==> src/sv/mccs_pkg.sv <==
// Package: microcode word, condition flags and constants for the coin change solver.
`default_nettype none
package mccs_pkg;

   localparam int COIN_W  = 12;
   localparam int CNT_W   = 6;
   localparam int COST_W  = 7;
   localparam int UPC_W   = 4;
   localparam int OP_W    = 4;
   localparam int COND_W  = 3;

   localparam logic [COST_W-1:0] COST_INF = 7'd127;

   // datapath operations
   localparam logic [OP_W-1:0] OP_IDLE       = 4'd0;
   localparam logic [OP_W-1:0] OP_ROW_INIT   = 4'd1;
   localparam logic [OP_W-1:0] OP_ROW_LATCH  = 4'd2;
   localparam logic [OP_W-1:0] OP_CELL_RD    = 4'd3;
   localparam logic [OP_W-1:0] OP_CELL_WR    = 4'd4;
   localparam logic [OP_W-1:0] OP_ROW_END    = 4'd5;
   localparam logic [OP_W-1:0] OP_BEST_RD    = 4'd6;
   localparam logic [OP_W-1:0] OP_BEST_LATCH = 4'd7;
   localparam logic [OP_W-1:0] OP_BEST_CHK   = 4'd8;
   localparam logic [OP_W-1:0] OP_TR_RD      = 4'd9;
   localparam logic [OP_W-1:0] OP_TR_STEP    = 4'd10;
   localparam logic [OP_W-1:0] OP_NOP        = 4'd11;

   // jump conditions
   localparam logic [COND_W-1:0] C_NEXT     = 3'd0;
   localparam logic [COND_W-1:0] C_ALWAYS   = 3'd1;
   localparam logic [COND_W-1:0] C_NO_SOLVE = 3'd2;
   localparam logic [COND_W-1:0] C_AMT_ZERO = 3'd3;
   localparam logic [COND_W-1:0] C_J_MORE   = 3'd4;
   localparam logic [COND_W-1:0] C_I_MORE   = 3'd5;
   localparam logic [COND_W-1:0] C_TRIVIAL  = 3'd6;
   localparam logic [COND_W-1:0] C_TR_MORE  = 3'd7;

   // program steps
   localparam logic [UPC_W-1:0] UPC_IDLE       = 4'd0;
   localparam logic [UPC_W-1:0] UPC_ROW_INIT   = 4'd1;
   localparam logic [UPC_W-1:0] UPC_ROW_LATCH  = 4'd2;
   localparam logic [UPC_W-1:0] UPC_CELL_RD    = 4'd3;
   localparam logic [UPC_W-1:0] UPC_CELL_WR    = 4'd4;
   localparam logic [UPC_W-1:0] UPC_ROW_END    = 4'd5;
   localparam logic [UPC_W-1:0] UPC_BEST_RD    = 4'd6;
   localparam logic [UPC_W-1:0] UPC_BEST_LATCH = 4'd7;
   localparam logic [UPC_W-1:0] UPC_BEST_CHK   = 4'd8;
   localparam logic [UPC_W-1:0] UPC_TR_RD      = 4'd9;
   localparam logic [UPC_W-1:0] UPC_TR_STEP    = 4'd10;
   localparam logic [UPC_W-1:0] UPC_TR_LOOP    = 4'd11;

   typedef struct packed {
      logic [OP_W-1:0]   op;
      logic [COND_W-1:0] cond;
      logic [UPC_W-1:0]  target;
   } ucode_word_type;

   typedef struct packed {
      logic no_solve;
      logic amt_zero;
      logic j_more;
      logic i_more;
      logic trivial;
      logic tr_more;
   } flags_type;

   function automatic ucode_word_type ucode_rom(input logic [UPC_W-1:0] pc);
      ucode_word_type w;
      unique case (pc)
         UPC_IDLE:       w = '{op: OP_IDLE,       cond: C_NO_SOLVE, target: UPC_IDLE};
         UPC_ROW_INIT:   w = '{op: OP_ROW_INIT,   cond: C_NEXT,     target: UPC_IDLE};
         UPC_ROW_LATCH:  w = '{op: OP_ROW_LATCH,  cond: C_AMT_ZERO, target: UPC_ROW_END};
         UPC_CELL_RD:    w = '{op: OP_CELL_RD,    cond: C_NEXT,     target: UPC_IDLE};
         UPC_CELL_WR:    w = '{op: OP_CELL_WR,    cond: C_J_MORE,   target: UPC_CELL_RD};
         UPC_ROW_END:    w = '{op: OP_ROW_END,    cond: C_I_MORE,   target: UPC_ROW_INIT};
         UPC_BEST_RD:    w = '{op: OP_BEST_RD,    cond: C_NEXT,     target: UPC_IDLE};
         UPC_BEST_LATCH: w = '{op: OP_BEST_LATCH, cond: C_NEXT,     target: UPC_IDLE};
         UPC_BEST_CHK:   w = '{op: OP_BEST_CHK,   cond: C_TRIVIAL,  target: UPC_IDLE};
         UPC_TR_RD:      w = '{op: OP_TR_RD,      cond: C_NEXT,     target: UPC_IDLE};
         UPC_TR_STEP:    w = '{op: OP_TR_STEP,    cond: C_TR_MORE,  target: UPC_TR_RD};
         UPC_TR_LOOP:    w = '{op: OP_NOP,        cond: C_ALWAYS,   target: UPC_IDLE};
         default:        w = '{op: OP_NOP,        cond: C_ALWAYS,   target: UPC_IDLE};
      endcase
      return w;
   endfunction

endpackage
`default_nettype wire

==> src/sv/mccs_useq.sv <==
// Microcode sequencer: step counter, control store lookup and conditional jumps.
`default_nettype none
module mccs_useq (
   input  wire logic                    clock,
   input  wire logic                    reset,
   input  wire mccs_pkg::flags_type     flags,
   output mccs_pkg::ucode_word_type     ctrl
);

   logic [mccs_pkg::UPC_W-1:0] pc_ff;
   logic [mccs_pkg::UPC_W-1:0] pc_in;
   logic                       take;

   assign ctrl = mccs_pkg::ucode_rom(pc_ff);

   always_comb begin
      unique case (ctrl.cond)
         mccs_pkg::C_NEXT:     take = 1'b0;
         mccs_pkg::C_ALWAYS:   take = 1'b1;
         mccs_pkg::C_NO_SOLVE: take = flags.no_solve;
         mccs_pkg::C_AMT_ZERO: take = flags.amt_zero;
         mccs_pkg::C_J_MORE:   take = flags.j_more;
         mccs_pkg::C_I_MORE:   take = flags.i_more;
         mccs_pkg::C_TRIVIAL:  take = flags.trivial;
         mccs_pkg::C_TR_MORE:  take = flags.tr_more;
         default:              take = 1'b1;
      endcase
      pc_in = take ? ctrl.target : mccs_pkg::UPC_W'(pc_ff + 1'b1);
   end

   always_ff @(posedge clock) begin
      if (reset) begin
         pc_ff <= mccs_pkg::UPC_IDLE;
      end else begin
         pc_ff <= pc_in;
      end
   end

endmodule
`default_nettype wire

==> config.mk <==
export PLATFORM = sky130hd
export DESIGN_NAME = mccs_useq
export DESIGN_NICKNAME = d
export VERILOG_FILES = /design/src/sv/mccs_pkg.sv /design/src/sv/mccs_useq.sv
export SDC_FILE = /design/constraint.sdc
export NUM_CORES = 1
export LEC_CHECK = 0
export BUFFER_PORTS_ARGS = -buffer_cell sky130_fd_sc_hd__buf_2
export CAP_MARGIN = 20
export CORE_MARGIN = 1
export CORE_UTILIZATION = 40
export CTS_CLUSTER_SIZE = 10
export DETAILED_ROUTE_END_ITERATION = 7
export GPL_TIMING_DRIVEN = 0
export RECOVER_POWER = 100
export SYNTH_ARGS = -nofsm -noshare
export SYNTH_HDL_FRONTEND = slang
export SYNTH_SLANG_ARGS = --single-unit
==> constraint.sdc <==
create_clock -name clock -period 1.6 [get_ports clock]
set_clock_uncertainty 0.1 [all_clocks]
set_input_delay 0.32 -clock clock [delete_from_list [all_inputs] [get_ports clock]]
set_output_delay 0.32 -clock clock [all_outputs]
set_load 0.03 [all_outputs]
==> impl_metrics.env <==
export IMPL_p_sw_share_pct=45.0
export IMPL_async_flop_share_pct=0
export IMPL_ant_nets=0
export IMPL_clock_fmax_ghz=0.598
export IMPL_rsz0062_at_grt="true"
export IMPL_route_vias_total=988
export IMPL_clockBufferDepth=2
export IMPL_cp_slowest_cell="dfxtp_4"
export IMPL_synth_fp_nets=126
export IMPL_violations="negative setup slack"
export IMPL_status="finished, violations left"
export IMPL_pin_count=19
export IMPL_p_sw_mw=1.11
export IMPL_overflow=0
export IMPL_combPwrFrac_pct=66.2
export IMPL_cap_viol_max_count=0
export IMPL_initial_utilization_pct=42.5
export IMPL_cts_htree_levels=1
export IMPL_cts_hold_buf=0
export IMPL_fin_crit_ns=1.67
export IMPL_grt_pass1_wl_um=3790
export IMPL_p_seq_share_pct=25.0
export IMPL_first_global_vias=885
export IMPL_max_stage_delay_ns=0.37
export IMPL_multi_input_area_sq_um=662
export IMPL_syn_cell_area_sq_um=948
export IMPL_dieArea_sq_mm=0.00257
export IMPL_crit_type="reg2reg"
export IMPL_end_kind="flip-flop"
export IMPL_layout_setup_ws_ns=-0.0717
export IMPL_final_cells=174
export IMPL_ir_drop_v=0.000915
export IMPL_fp_dieW_um=50.7
export IMPL_required_ns=1.67
export IMPL_cts_tree="done"
export IMPL_worst_pin_slew_ns=0.558
export IMPL_routed_wl_um=2480
export IMPL_dr_pass1_iters=4
export IMPL_synth_edf_count=0
export IMPL_cts_sinks=15
export IMPL_fin_crit_sh_pct=104
export IMPL_fin_util_pct=56.9
export IMPL_pwr_share_clk_pct=8.8
export IMPL_antennaDiodeCount=0
export IMPL_vias_per_cell=5.68
export IMPL_synth_warnings=0
export IMPL_critPathArrivalTime_ns=1.75
export IMPL_cts_buffers=3
export IMPL_drc=0
export IMPL_synthCells=117
export IMPL_clk_latency_ns=0.28
export IMPL_cts_root_buffer="clkbuf_4"
export IMPL_hpwl_um=1700
export IMPL_drv_slew=0
export IMPL_io_buffers=17
export IMPL_drt_iter0_drc=16
export IMPL_syn_area_per_cell_sq_um=8.11
export IMPL_crit_path_start_kind="flip-flop"
export IMPL_rows=17
export IMPL_clk_pin_slew_ns=0.09
export IMPL_routedWlPerCell_um=14.3
export IMPL_yosysUniqueCellTypes=37
export IMPL_die_h_um=50.7
export IMPL_fin_nets=156
export IMPL_hold_class="in2reg"
export IMPL_place_congestion=0.837
export IMPL_power_leakage_nw=0.507
export IMPL_fillerInstances=208
export IMPL_ys_seq_elements=15
export IMPL_slew_headroom_pct=62.8
export IMPL_cp_cell_sequence="buf_6 > nand4_1 > o21ai_4 > nor3_4 > buf_4 > nor3_1 > a311o_1"
export IMPL_antenna_found_initial=0
export IMPL_power_density_mw_per_mm2=1930
export IMPL_total_power_mw=2.46
export IMPL_synth_ff_type="dfxtp_1"
export IMPL_finalHoldViolCount=0
export IMPL_drive_gt1_share_pct=34.2
export IMPL_ys_seq_area_share_pct=31.7
export IMPL_seqCellArea_sq_um=310
export IMPL_grt_max_degree=11
export IMPL_placed_cells=162
export IMPL_r2r_slack_ns=-0.07
export IMPL_worstPathMaxFanout=5
export IMPL_syn2layout_area_growth_pct=34.0
export IMPL_setup_viol=13
export IMPL_core_sq_mm=0.00223
export IMPL_grt_util_all_layers_pct=20.0
export IMPL_intPower_mw=1.35
-- synthesized netlist by cell type, types with 2 or more instances --
library cell | n | area [sq um]
o41ai_1 | 2 | 17.5
nand2_1 | 7 | 26.3
or3_1 | 2 | 12.5
a21oi_1 | 6 | 30.0
o21ai_0 | 8 | 40.0
a211oi_1 | 9 | 67.6
xor2_1 | 2 | 17.5
nand3_1 | 6 | 30.0
dfxtp_1 | 15 | 300
mux2i_1 | 4 | 40.0
clkbuf_1 | 4 | 15.0
nand4_1 | 2 | 12.5
nor2_1 | 9 | 33.8
nand2b_1 | 4 | 25.0
o22ai_1 | 3 | 18.8
nor3_1 | 4 | 20.0
buf_2 | 3 | 15.0
inv_1 | 4 | 15.0
a211oi_2 | 3 | 37.5
nor2b_1 | 3 | 18.8
-- placed cells by master, fill, tap and decap left out, drive strengths merged, types with 2 or more instances in the layout --
master | netlist | final
a211oi | 12 | 12
dfxtp | 15 | 15
o22ai | 3 | 3
nand4 | 2 | 2
o21ai | 9 | 9
nand2b | 5 | 5
a21oi | 6 | 6
nand3 | 6 | 6
nor3 | 5 | 5
xor2 | 2 | 2
nor2 | 9 | 9
clkbuf | 4 | 14
nor2b | 3 | 3
mux2i | 4 | 4
or3 | 2 | 2
nand2 | 7 | 7
inv | 4 | 4
o41ai | 2 | 2
buf | 5 | 24
-- flip-flops by register name (all words and copies together), names as in the netlist --
register,count
ctrl,11
pc_ff,4
-- power by group through the flow --
stage / Sequential [mW] / Clock (mW) / Combinational (mW)
after CTS: 0.609 / 0.219 / 1.37
after floorplan: 0.722 / 0 / 0.832
after detailed placement: 0.603 / 0 / 1.22
after global routing: 0.627 / 0.243 / 1.75
after global placement: 0.596 / 0 / 1.21
final: 0.615 / 0.217 / 1.63
-- layer usage --
layer  track usage (%)  vias to the layer above  share of wire, %
met5                 0                        -                 0
met4              10.2                        0               1.7
met3              4.24                        7               4.7
met2              33.1                       32                49
met1              24.2                      461                45
li1                  -                      488                 -
-- stage by stage --
step	cell area [sq um]	TNS (ns)	hold WS, ns	worst slack [ns]
2_1_floorplan	961	0	0.433	0.000881
3_3_place_gp	1080	-1.30	0.468	-0.164
3_5_place_dp	1080	-1.52	0.487	-0.167
4_1_cts	1170	-0.758	0.302	-0.0923
5_1_grt	1270	-1.57	0.331	-0.152
6_report	1270	-0.348	0.320	-0.0717
-- logic make-up after synthesis --
logic type | share of synthesized area, %
AO/OA/AOI/OAI | 27.6
XOR/XNOR | 2.77
adder cells (fa/ha/maj) | 1.32
buffers and inverters | 6.33
flip-flops | 31.7
multiplexers | 4.22
AND/OR/NAND/NOR | 26.1
-- final timing paths --
| check | depth (start not counted) | from | endpoint |
|---|---|---|---|
| min | 2 | reset | pc_ff[2] |
| max reg2reg | 7 | ctrl[5] | ctrl[5] |
| min reg2reg | 3 | pc_ff[0] | pc_ff[0] |
| max | 7 | ctrl[5] | ctrl[5] |
-- cell type report --
class	count	share of cell area [%]
Clock buffer	4	2.07
Sequential cell	15	24.4
Tap cell	28	2.76
Buffer	9	4.92
Multi-Input combinational cell	89	52.1
Inverter	4	1.18
Timing Repair Buffer	25	12.6
-- critical path: cells and delay by family, from the launching register on --
kind,cells,cell delay (ns)
AO/OA/AOI/OAI,2,0.36
buffers and inverters,2,0.28
flip-flops,1,0.37
AND/OR/NAND/NOR,3,0.45
-- what timing repair did --
action / CTS / global route
setup buffers: 3 / 3
cloned: 1 / 1
resized for setup: 10 / 17
pin swaps: 7 / 6
endpoints found under the setup margin: 15 / 15
(Power assumes the default switching activity.)
